File: src/rtl/bfch_pkg.sv
// ----------------------------------------------------------------------------
// bfch_pkg
// Shared types and fixed widths of the brute-force convex hull block.
// ----------------------------------------------------------------------------
package bfch_pkg;

  // widths fixed by the item formats
  localparam int FIELD_W = 16;
  localparam int PIDX_W  = 6;
  localparam int EDGE_W  = 7;

  // strobes from the sequencer to the cross-product unit
  typedef struct packed {
    logic ld_a;   // capture anchor point i
    logic ld_d;   // capture edge vector j - i
    logic ld_e;   // capture witness vector k - i
    logic mul_1;  // first product dx * ey
    logic mul_2;  // second product dy * ex
  } xu_ctl_t;

endpackage

File: src/rtl/bfch_ram.sv
// ----------------------------------------------------------------------------
// bfch_ram
// Generic single-write, single-read RAM with registered read data.
// ----------------------------------------------------------------------------
module bfch_ram #(
  parameter int WIDTH = 8,
  parameter int DEPTH = 32,
  localparam int AW   = (DEPTH > 1) ? $clog2(DEPTH) : 1
) (
  input  logic             clk_i,
  input  logic             we_i,
  input  logic [AW-1:0]    waddr_i,
  input  logic [WIDTH-1:0] wdata_i,
  input  logic [AW-1:0]    raddr_i,
  output logic [WIDTH-1:0] rdata_o
);

  logic [WIDTH-1:0] mem_q [DEPTH];
  logic [WIDTH-1:0] rdata_q;

  // write port and registered read port
  always_ff @(posedge clk_i) begin
    if (we_i) begin
      mem_q[waddr_i] <= wdata_i;
    end
    rdata_q <= mem_q[raddr_i];
  end

  assign rdata_o = rdata_q;

endmodule

File: src/rtl/bfch_xunit.sv
// ----------------------------------------------------------------------------
// bfch_xunit
// Shared cross-product unit: one subtractor pair, one multiplier used twice
// per witness, and a sign test on the registered products.
// ----------------------------------------------------------------------------
module bfch_xunit import bfch_pkg::*; #(
  parameter int COORD_BITS = 16
) (
  input  logic                         clk_i,
  input  xu_ctl_t                      ctl_i,
  input  logic signed [COORD_BITS-1:0] rx_i,
  input  logic signed [COORD_BITS-1:0] ry_i,
  output logic                         pos_o
);

  localparam int DW = COORD_BITS + 1;
  localparam int PW = 2 * DW;
  localparam int CW = PW + 1;

  logic signed [COORD_BITS-1:0] xa_q, ya_q;
  logic signed [DW-1:0]         dx_q, dy_q, ex_q, ey_q;
  logic signed [PW-1:0]         p1_q, p2_q;

  logic signed [DW-1:0] sub_x, sub_y;
  logic signed [DW-1:0] mul_a, mul_b;
  logic signed [PW-1:0] prod;
  logic signed [CW-1:0] cross_val;

  // offsets from the anchor point
  assign sub_x = DW'(rx_i) - DW'(xa_q);
  assign sub_y = DW'(ry_i) - DW'(ya_q);

  // one multiplier, operands picked per phase
  assign mul_a = ctl_i.mul_2 ? dy_q : dx_q;
  assign mul_b = ctl_i.mul_2 ? ex_q : ey_q;
  assign prod  = mul_a * mul_b;

  always_ff @(posedge clk_i) begin
    if (ctl_i.ld_a) begin
      xa_q <= rx_i;
      ya_q <= ry_i;
    end
    if (ctl_i.ld_d) begin
      dx_q <= sub_x;
      dy_q <= sub_y;
    end
    if (ctl_i.ld_e) begin
      ex_q <= sub_x;
      ey_q <= sub_y;
    end
    if (ctl_i.mul_1) begin
      p1_q <= prod;
    end
    if (ctl_i.mul_2) begin
      p2_q <= prod;
    end
  end

  // strictly positive cross product
  assign cross_val = CW'(p1_q) - CW'(p2_q);
  assign pos_o     = !cross_val[CW-1] && (cross_val != '0);

endmodule

File: src/rtl/brute_force_convex_hull.sv
// Loading: one point item per cycle, ready again the next cycle.
// Run: the single multiplier forms two products per witness, one after the other.
// Results: one per point, through states S_ORD, S_OSH and S_OWT, held while the output is stalled.
// Reset (async, active low) empties the point set and returns to idle.
// ----------------------------------------------------------------------------
// brute_force_convex_hull
// Stores signed 2-D points and, on the closing item, finds each point's hull
// successor by testing every ordered pair against every other point.
// ----------------------------------------------------------------------------
module brute_force_convex_hull import bfch_pkg::*; #(
  parameter int MAX_POINTS = 32,
  parameter int COORD_BITS = 16
) (
  input  logic                      clk_i,
  input  logic                      rst_ni,
  input  logic                      in_valid_i,
  output logic                      in_stall_o,
  input  logic signed [FIELD_W-1:0] x_coord_i,
  input  logic signed [FIELD_W-1:0] y_coord_i,
  input  logic                      last_point_i,
  output logic                      out_valid_o,
  input  logic                      out_stall_i,
  output logic [PIDX_W-1:0]         point_index_o,
  output logic                      has_successor_o,
  output logic [PIDX_W-1:0]         successor_index_o,
  output logic [EDGE_W-1:0]         edge_count_o,
  output logic                      overflow_o,
  output logic                      last_result_o
);

  localparam int IDX_W = (MAX_POINTS > 1) ? $clog2(MAX_POINTS) : 1;
  localparam int CNT_W = $clog2(MAX_POINTS + 1);
  localparam int EXT_W = (COORD_BITS > FIELD_W) ? COORD_BITS : FIELD_W;
  localparam int PT_W  = 2 * COORD_BITS;
  localparam int SC_W  = IDX_W + 1;

  typedef enum logic [13:0] {
    S_IDLE = 14'b00000000000001,
    S_RDA  = 14'b00000000000010,
    S_GETA = 14'b00000000000100,
    S_RDB  = 14'b00000000001000,
    S_GETB = 14'b00000000010000,
    S_RDK  = 14'b00000000100000,
    S_DIF  = 14'b00000001000000,
    S_M1   = 14'b00000010000000,
    S_M2   = 14'b00000100000000,
    S_CMP  = 14'b00001000000000,
    S_WRS  = 14'b00010000000000,
    S_ORD  = 14'b00100000000000,
    S_OSH  = 14'b01000000000000,
    S_OWT  = 14'b10000000000000
  } state_e;

  function automatic logic idx_last(input logic [IDX_W-1:0] idx,
                                    input logic [CNT_W-1:0] cnt);
    return (CNT_W'(idx) + CNT_W'(1)) == cnt;
  endfunction

  state_e             state_q, state_d;
  logic [CNT_W-1:0]   cnt_q, cnt_d;
  logic               dropped_q, dropped_d;
  logic [IDX_W-1:0]   a_q, a_d, b_q, b_d, k_q, k_d, o_q, o_d;
  logic               found_q, found_d;
  logic [IDX_W-1:0]   succ_q, succ_d;
  logic [EDGE_W-1:0]  edges_q, edges_d;

  logic [PIDX_W-1:0]  out_pidx_q, out_pidx_d;
  logic               out_has_q, out_has_d;
  logic [PIDX_W-1:0]  out_sidx_q, out_sidx_d;
  logic [EDGE_W-1:0]  out_edges_q, out_edges_d;
  logic               out_ovf_q, out_ovf_d;
  logic               out_last_q, out_last_d;

  logic               in_acc;
  logic               pass_b, next_b;
  logic               a_last, b_last, k_last, o_last;
  logic [EXT_W-1:0]   x_ext, y_ext;
  logic               pt_we;
  logic [IDX_W-1:0]   pt_raddr;
  logic [PT_W-1:0]    pt_wdata, pt_rdata;
  logic               sc_we;
  logic [SC_W-1:0]    sc_rdata;
  xu_ctl_t            xu_ctl;
  logic               xu_pos;

  assign in_acc      = in_valid_i && !in_stall_o;
  assign in_stall_o  = (state_q != S_IDLE);
  assign out_valid_o = (state_q == S_OWT);

  assign a_last = idx_last(a_q, cnt_q);
  assign b_last = idx_last(b_q, cnt_q);
  assign k_last = idx_last(k_q, cnt_q);
  assign o_last = idx_last(o_q, cnt_q);

  // keep the low COORD_BITS of the raw field, read back as signed
  assign x_ext    = EXT_W'($unsigned(x_coord_i));
  assign y_ext    = EXT_W'($unsigned(y_coord_i));
  assign pt_wdata = {y_ext[COORD_BITS-1:0], x_ext[COORD_BITS-1:0]};

  // point store, read at anchor, candidate or witness
  always_comb begin
    case (state_q)
      S_RDA:   pt_raddr = a_q;
      S_RDB:   pt_raddr = b_q;
      default: pt_raddr = k_q;
    endcase
  end

  bfch_ram #(
    .WIDTH (PT_W),
    .DEPTH (MAX_POINTS)
  ) u_pt_ram (
    .clk_i   (clk_i),
    .we_i    (pt_we),
    .waddr_i (cnt_q[IDX_W-1:0]),
    .wdata_i (pt_wdata),
    .raddr_i (pt_raddr),
    .rdata_o (pt_rdata)
  );

  // successor store, one entry written per anchor each run
  bfch_ram #(
    .WIDTH (SC_W),
    .DEPTH (MAX_POINTS)
  ) u_sc_ram (
    .clk_i   (clk_i),
    .we_i    (sc_we),
    .waddr_i (a_q),
    .wdata_i ({found_q, succ_q}),
    .raddr_i (o_q),
    .rdata_o (sc_rdata)
  );

  bfch_xunit #(
    .COORD_BITS (COORD_BITS)
  ) u_xunit (
    .clk_i (clk_i),
    .ctl_i (xu_ctl),
    .rx_i  (pt_rdata[COORD_BITS-1:0]),
    .ry_i  (pt_rdata[PT_W-1:COORD_BITS]),
    .pos_o (xu_pos)
  );

  // sequencer: anchor a, candidate b, witness k
  always_comb begin
    state_d     = state_q;
    cnt_d       = cnt_q;
    dropped_d   = dropped_q;
    a_d         = a_q;
    b_d         = b_q;
    k_d         = k_q;
    o_d         = o_q;
    found_d     = found_q;
    succ_d      = succ_q;
    edges_d     = edges_q;
    out_pidx_d  = out_pidx_q;
    out_has_d   = out_has_q;
    out_sidx_d  = out_sidx_q;
    out_edges_d = out_edges_q;
    out_ovf_d   = out_ovf_q;
    out_last_d  = out_last_q;
    pt_we       = 1'b0;
    sc_we       = 1'b0;
    xu_ctl      = '0;
    pass_b      = 1'b0;
    next_b      = 1'b0;

    case (state_q)
      S_IDLE: begin
        if (in_acc) begin
          if (cnt_q < CNT_W'(MAX_POINTS)) begin
            pt_we = 1'b1;
            cnt_d = cnt_q + CNT_W'(1);
          end else begin
            dropped_d = 1'b1;
          end
          if (last_point_i) begin
            a_d     = '0;
            edges_d = '0;
            state_d = S_RDA;
          end
        end
      end
      S_RDA: begin
        state_d = S_GETA;
      end
      S_GETA: begin
        xu_ctl.ld_a = 1'b1;
        b_d         = '0;
        found_d     = 1'b0;
        succ_d      = '0;
        state_d     = S_RDB;
      end
      S_RDB: begin
        if (b_q == a_q) begin
          next_b = 1'b1;
        end else begin
          state_d = S_GETB;
        end
      end
      S_GETB: begin
        xu_ctl.ld_d = 1'b1;
        k_d         = '0;
        state_d     = S_RDK;
      end
      S_RDK: begin
        // the pair's own endpoints are not witnesses
        if (k_q == a_q || k_q == b_q) begin
          if (k_last) begin
            pass_b = 1'b1;
          end else begin
            k_d = k_q + IDX_W'(1);
          end
        end else begin
          state_d = S_DIF;
        end
      end
      S_DIF: begin
        xu_ctl.ld_e = 1'b1;
        state_d     = S_M1;
      end
      S_M1: begin
        xu_ctl.mul_1 = 1'b1;
        state_d      = S_M2;
      end
      S_M2: begin
        xu_ctl.mul_2 = 1'b1;
        state_d      = S_CMP;
      end
      S_CMP: begin
        // zero or negative rejects the candidate at once
        if (!xu_pos) begin
          next_b = 1'b1;
        end else if (k_last) begin
          pass_b = 1'b1;
        end else begin
          k_d     = k_q + IDX_W'(1);
          state_d = S_RDK;
        end
      end
      S_WRS: begin
        sc_we = 1'b1;
        if (a_last) begin
          o_d     = '0;
          state_d = S_ORD;
        end else begin
          a_d     = a_q + IDX_W'(1);
          state_d = S_RDA;
        end
      end
      S_ORD: begin
        state_d = S_OSH;
      end
      S_OSH: begin
        out_pidx_d  = PIDX_W'(o_q);
        out_has_d   = sc_rdata[IDX_W];
        out_sidx_d  = PIDX_W'(sc_rdata[IDX_W-1:0]);
        out_edges_d = edges_q;
        out_ovf_d   = dropped_q;
        out_last_d  = o_last;
        state_d     = S_OWT;
      end
      S_OWT: begin
        if (!out_stall_i) begin
          if (o_last) begin
            cnt_d     = '0;
            dropped_d = 1'b0;
            state_d   = S_IDLE;
          end else begin
            o_d     = o_q + IDX_W'(1);
            state_d = S_ORD;
          end
        end
      end
      default: begin
        state_d = S_IDLE;
      end
    endcase

    // candidate passed every witness: later ones overwrite
    if (pass_b) begin
      found_d = 1'b1;
      succ_d  = b_q;
      edges_d = edges_q + EDGE_W'(1);
      next_b  = 1'b1;
    end

    // step to the next candidate or close the anchor
    if (next_b) begin
      if (b_last) begin
        state_d = S_WRS;
      end else begin
        b_d     = b_q + IDX_W'(1);
        state_d = S_RDB;
      end
    end
  end

  // control registers
  always_ff @(posedge clk_i or negedge rst_ni) begin
    if (!rst_ni) begin
      state_q   <= S_IDLE;
      cnt_q     <= '0;
      dropped_q <= 1'b0;
      a_q       <= '0;
      b_q       <= '0;
      k_q       <= '0;
      o_q       <= '0;
      found_q   <= 1'b0;
      succ_q    <= '0;
      edges_q   <= '0;
    end else begin
      state_q   <= state_d;
      cnt_q     <= cnt_d;
      dropped_q <= dropped_d;
      a_q       <= a_d;
      b_q       <= b_d;
      k_q       <= k_d;
      o_q       <= o_d;
      found_q   <= found_d;
      succ_q    <= succ_d;
      edges_q   <= edges_d;
    end
  end

  // result item register
  always_ff @(posedge clk_i) begin
    out_pidx_q  <= out_pidx_d;
    out_has_q   <= out_has_d;
    out_sidx_q  <= out_sidx_d;
    out_edges_q <= out_edges_d;
    out_ovf_q   <= out_ovf_d;
    out_last_q  <= out_last_d;
  end

  assign point_index_o     = out_pidx_q;
  assign has_successor_o   = out_has_q;
  assign successor_index_o = out_sidx_q;
  assign edge_count_o      = out_edges_q;
  assign overflow_o        = out_ovf_q;
  assign last_result_o     = out_last_q;

endmodule

File: config.mk
export PLATFORM = sky130hd
export DESIGN_NAME = brute_force_convex_hull
export DESIGN_NICKNAME = d
export VERILOG_FILES = /design/src/rtl/bfch_pkg.sv /design/src/rtl/bfch_ram.sv /design/src/rtl/bfch_xunit.sv /design/src/rtl/brute_force_convex_hull.sv
export SDC_FILE = /design/constraint.sdc
export NUM_CORES = 2
export LEC_CHECK = 0
export ABC_AREA = 0
export BUFFER_PORTS_ARGS = -buffer_cell sky130_fd_sc_hd__clkbuf_2
export CAP_MARGIN = 30
export CORE_ASPECT_RATIO = 1.5
export CORE_MARGIN = 1
export CORE_UTILIZATION = 40
export CTS_BUF_LIST = sky130_fd_sc_hd__clkbuf_4 sky130_fd_sc_hd__clkbuf_8
export DETAILED_ROUTE_END_ITERATION = 10
export PLACE_DENSITY = 0.63
export SETUP_SLACK_MARGIN = 0.3
export SYNTH_ARGS = -nofsm -noshare
export SYNTH_HDL_FRONTEND = slang
export SYNTH_SLANG_ARGS = --single-unit
File: constraint.sdc
create_clock -name clk_i -period 24.3 [get_ports clk_i]
set_input_delay 1.215 -clock clk_i [delete_from_list [all_inputs] [get_ports clk_i]]
set_output_delay 1.215 -clock clk_i [all_outputs]
set_load 0.02 [all_outputs]
Word-level counts from Yosys, hierarchy flattened. Memory sizes are Yosys's and may differ from the RTL's. A register that Yosys moved wholly into a read port is not among the register bits. Index checks and enable logic that the tools add are counted. Widths: inputs -> output; s select.

Register bits: 242. Bits in writable memories: 1216. Input port bits: 37. Output and inout port bits: 24. Word-level logic and storage cells: 171. Memories kept: 2.

Memory list: u_pt_ram.mem_q (depth 32, bits a word 32, read ports 1, clocked after Yosys merged registers in 1, wr ports 1, line bfch_ram.sv:18) `logic [WIDTH-1:0] mem_q [DEPTH];`; u_sc_ram.mem_q (depth 32, bits a word 6, read ports 1, clocked after Yosys merged registers in 1, wr ports 1, line bfch_ram.sv:18).

Add/subtract/negate cells: 13. $mul: 1. $lt $le $gt $ge: 1. Eq/ne operators: 40. Muxes and demuxes: 69. Reduce and logical (&&, ||, !) cells: 21.

Operators by type and width (count): $pmux 14 s14 (1); $mux 14 (8); $mux 5 (14); $reduce_bool 35->1 (1); $sub 34x34->35 (1); $mul 17x17->34 (1); $mux 17 (2); $sub 16x16->17 (2); $pmux 5 s2 (3); $mux 7 (4); $mux 1 (25); $add 5x1->6 const B (4); $eq 6x6->1 (4); $mux 12 (2); $mux 6 (4); $add 5x1->5 const B (4); $ne 2x2->1 const B (10); $ne 3x3->1 const B (6); $eq 5x5->1 (3); $pmux 5 s3 (1); $eq 14x1->1 const B (1); $eq 14x10->1 const B (1); $eq 14x11->1 const B (1); $eq 14x12->1 const B (1); other kinds (28) (41).

Logic depth before layout (Yosys ltp).
Depth in word-level cells: 8. Mapped depth: 33. Gate-level depth less buffers: 30.

Modules after synthesis. From an unflattened synthesis, not the netlist that was laid out.

Cell total of the unflattened synthesis: 5029. Area, all modules: 72437.0 um^2.

By module, submodules not included: bfch_ram at u_pt_ram (instances 1, cells each 2260, area an instance 40492.6 um^2, seq. area each 31390.1 um^2); bfch_xunit (instances 1, cells each 1977, area an instance 19925.4 um^2, seq. area each 5044.8 um^2); bfch_ram at u_sc_ram (instances 1, cells each 323, area an instance 7589.8 um^2, seq. area each 5885.6 um^2); brute_force_convex_hull (instances 1, cells each 469, area an instance 4429.2 um^2, seq. area each 1953.1 um^2).

Least setup slack after synthesis. Ideal clock, no wire load.

Path kind: register to register. Start: reg state_q[12]. End: reg u_xunit.p1_q[30] (data pin). Library setup time: 0.263 ns. Arrival time: 8.278 ns. Data required time: 24.037 ns. Path slack: 15.759 ns. Cell stages (with the launch flop): 27. Path buffers: 3. Clock period less this slack: 8.541 ns. Path through: dfrtp_1 nor4_2 nand4b_1 nor2_1 nor4b_1 clkbuf_1 clkbuf_1 buf_2 mux2_2 nand2_1 fa_1 fa_1 fa_1 fa_1 inv_1 fa_1 fa_1 ha_1 a21o_1 a21o_1 o2111ai_1 nand2_1 o221ai_1 o21ai_0 a211o_1 a21oi_1 xnor2_1.

Word-level cells in the longest chain between the ends: 4. Elaborated cells on any way between the ends: 5. Those cells by class: mul: 1; eq/ne: 1; mux: 3.

RTL lines: start: declaration (line brute_force_convex_hull.sv:59) `state_e state_q, state_d;`; start signal: assignment (line brute_force_convex_hull.sv:313) `state_q <= state_d;`; $eq 14x9->1 * (line brute_force_convex_hull.sv:168) `case (state_q)`; $mux 1 * (line brute_force_convex_hull.sv:168); $mux 17, on equally long branches (line bfch_xunit.sv:34, bfch_xunit.sv:35); $mul 17x17->34 * (line bfch_xunit.sv:36) `assign prod = mul_a * mul_b;`; named net u_xunit.prod[30] (line bfch_xunit.sv:26) `logic signed [PW-1:0] prod;`; end signal: assignment (line bfch_xunit.sv:52) `p1_q <= prod;`; end: declaration (line bfch_xunit.sv:22) `logic signed [PW-1:0] p1_q, p2_q;`.

Mark *: on every way through the listed nets, which the timed path passes. The rest lies on a longest branch. A chain may end at the register's enable or synchronous reset.

Worst setup path after layout.
Start: reg state_q[12]. End: reg u_xunit.p2_q[31] (data pin).

Word-level cells in the longest chain between the ends: 4. Elaborated cells on any way between the ends: 5. Those cells by class: mul: 1; eq/ne: 1; mux: 3.

RTL lines: $eq 14x9->1 * (line brute_force_convex_hull.sv:168); $mux 1 * (line brute_force_convex_hull.sv:168); $mux 17, on equally long branches (line bfch_xunit.sv:34, bfch_xunit.sv:35); $mul 17x17->34 * (line bfch_xunit.sv:36); named net u_xunit.prod[31] (line bfch_xunit.sv:26); end signal: assignment (line bfch_xunit.sv:55) `p2_q <= prod;`; end: declaration (line bfch_xunit.sv:22).

Marked as above.

==> metrics.txt <==
DR pass1 iterations=5; final setup violation count=0; Final Worst Setup Slack=14,570 ps; Bufs and invs on worst path=6; grt total ovfl=0; Max-Cap Viols=0; Hold Path Class=flip-flop to flip-flop; RSZ-0062 raised after global routing=no; vias in the first global route=around 48,000; met2 Use GR=36.7%; gr usage total=between 20% and 30%; pwr dens=68.1 nW/µm²; Post-CTS Resized=0; fill count=16,600; clock sink total=1,496; final antenna-violating net count=0; I/O pin total=between 60 and 70; Slowest-stage cell, CP=mux2i_1; Initial DRC Count=between 3,000 and 4,000; CTS Hold Bufs=0; initial core utilization=between 40% and 50%; outcome=finished, final reports clean; met1 GRT Util=24.6%; synth-to-layout area growth=10.8%; Die Ht=526 µm; post-synthesis sequential area ratio=60.4%; number of flops mapped to enable cells by yosys=1,404; multi-input logic area=approximately 27,000 µm²; clk buf depth=4; number of setup buffers added after CTS=0; worst-case clock skew=105 ps; Synth async-reset ratio=3.61%; Place WS=14,570 ps; most used cell, CP=fa_1; met3 Track Usage GR=3.16%; Synth cell types=between 80 and 90; Placer Congestion=between 0.9 and 1; fin. max-slew vios=0; cells after synthesis=between 5,000 and 6,000; setup tns final=0 ps; CORE AREA=around 180,000 µm²; Clock Pin Slew Worst Setup and Hold Paths=60 ps; placed cells=8,145; root buffer cell=clkbuf_8; #FFs+latches synth=1,496; vias after detailed routing=47,300; Rel. slew slack=26.5%; Worst path max stage delay=890 ps; Top FF cell, synth=edfxtp_1; initial antenna violation count=12; drt drc=0; vias per inst=5.53; Detailed Route WL=196,000 µm; data required time at the worst endpoint=24,930 ps; synthesis warning total=0; WL/cell=22.9 µm; clock latency on the worst-skew pair=980 ps; synthesized area=73,200 µm²; LEAKAGE=about 30 nW; CP Capture Type=flip-flop; busiest grt layer=met2; worst path arrival time=10,360 ps; number of non-filler instances in the completed layout=between 8,000 and 9,000; crit-path max FO=48; final hold vios=0; layout cell share with drive strength beyond 1=11.3%; FMAX=slightly above 100 MHz; Die Width=351 µm; CTS tree=yes; post-detail-place hpwl=117,000 µm; register area=44,300 µm²; CTS Buf Count=227; final worst path period need=9730 ps; first-pass GRT wire length=~290,000 µm; site row count=192; Worst-Margin Slew=1070 ps; H-Tree Depth=4; Top delay family on crit path=adder cells; largest net degree at the start of global routing=148; maximum vdd drop=0.0000563 V; die area=185,000 µm²; I/O Buffers=58; hold slack=403 ps; fin crit share=40.0%; Worst setup SP type=flip-flop; Layout Nets=6,450; syn avg cell area=12.5 µm²; worst setup path class=flip-flop to flip-flop
## synthesized netlist by cell type (all sizes together), types with 9 or more instances
cell / number / area, µm²
nand2: 1275 / 4790
a31oi: 48 / 300
nor3: 27 / 135
o21bai: 11 / 82.6
fa: 299 / 5990
a311o: 32 / 320
dfrtp: 53 / 1330
dfxtp: 38 / 761
mux2: 36 / 405
or3: 22 / 138
o21a: 17 / 128
a21o: 29 / 218
o311ai: 32 / 280
or2: 16 / 100
buf: 93 / 425
o22ai: 9 / 56.3
edfxtp: 1404 / 42200
nand4: 25 / 156
nor2: 330 / 1240
xor2: 27 / 236
o21ai: 94 / 470
o2111ai: 14 / 123
ha: 163 / 2040
o31ai: 41 / 308
mux2i: 44 / 440
a211oi: 43 / 323
xnor2: 72 / 631
nand2b: 30 / 188
and2: 12 / 75.1
a21boi: 14 / 105
inv: 397 / 1490
nor4: 13 / 109
clkbuf: 225 / 846
a21oi: 91 / 455
and3: 197 / 1230
mux4: 60 / 1350
nand3: 248 / 1240
nor2b: 21 / 131
a311oi: 163 / 1430
## metrics by stage
step                area (µm²)  power (W)  utilization (%)
CTS                      81100    0.00557             44.5
global route             81100    0.00573             44.6
global placement         76400    0.00349             42.0
floorplan                73200    0.00330                -
detailed placement       76600    0.00351             42.1
finish                   81100    0.00553             44.6
## state kept, by name, summed over array words and instances, names as in the netlist, 6 cells and up
name and flops:
u_xunit.dx_q 17, edge_count_o 7, u_sc_ram.mem_q 192, u_sc_ram.rdata_o 6
cnt_q 6, state_q 14, u_xunit.dy_q 17, u_pt_ram.mem_q 1024
u_xunit.ex_q 17, u_xunit.ya_q 16, u_xunit.p1_q 34, u_xunit.xa_q 16
edges_q 7, u_xunit.p2_q 34, u_pt_ram.rdata_o 32, u_xunit.ey_q 17
## cells by family (layout without fill, tap and decap cells)
kind of cell | count (synthesis) | count (layout) | synth area share [%]
flops | 1496 | 1496 | 60.4
fa+ha+maj | 462 | 462 | 11.0
xor+xnor | 99 | 99 | 1.18
simple gates | 2261 | 2261 | 13.5
mux | 140 | 140 | 3.00
compound gates | 702 | 702 | 7.09
other cells | 1 | 8 | 0.00512
buf+inv | 715 | 963 | 3.77
## cell usage in the layout, fill, tap and decap left out, drive strengths merged, types with 30 or more instances in the layout
master / n
edfxtp: 1404
nand2: 1275
inv: 402
clkbuf: 359
nor2: 330
fa: 299
nand3: 248
and3: 197
a311oi: 163
ha: 163
buf: 105
o21ai: 94
a21oi: 91
clkinv: 83
xnor2: 72
mux4: 60
dfrtp: 53
a31oi: 48
mux2i: 44
a211oi: 43
o31ai: 41
dfxtp: 38
mux2: 36
a311o: 32
o311ai: 32
nand2b: 30
## power breakdown
part	internal, W	switching [W]
combinational	0.000157	0.000333
clock	0.00111	0.000962
sequential	0.00292	0.0000424
total	0.00419	0.00134
## path summary, 6_finish.rpt
kind	from	to	slack, ps	cells after the start
worst min register to register	u_sc_ram.rdata_o[2]	successor_index_o[2]	400	0
min in group asynchronous	rst_ni	edges_q[6]	480	2
worst min-delay path	u_sc_ram.rdata_o[2]	successor_index_o[2]	400	0
worst max-delay path	state_q[12]	u_xunit.p2_q[31]	14570	29
worst max register to register	state_q[12]	u_xunit.p2_q[31]	14570	29
max in group asynchronous	rst_ni	o_q[0]	23250	2
## layer usage
layer / wire, µm / up-vias
li1: - / 21300
met1: 73500 / 23900
met2: 100000 / 1654
met3: 11100 / 551
met4: 10800 / 12
met5: 79 / -
## final cells by class
type,instances,share of cell area [%]
sequential,1496,54.6
antenna,6,0.0185
inverter,397,1.84
clock inverter,102,0.936
timing repair buffer,163,1.59
multi-input combinational,3666,32.7
tap,2425,3.74
clock buffer,301,4.60
(Power assumes the default switching activity.)
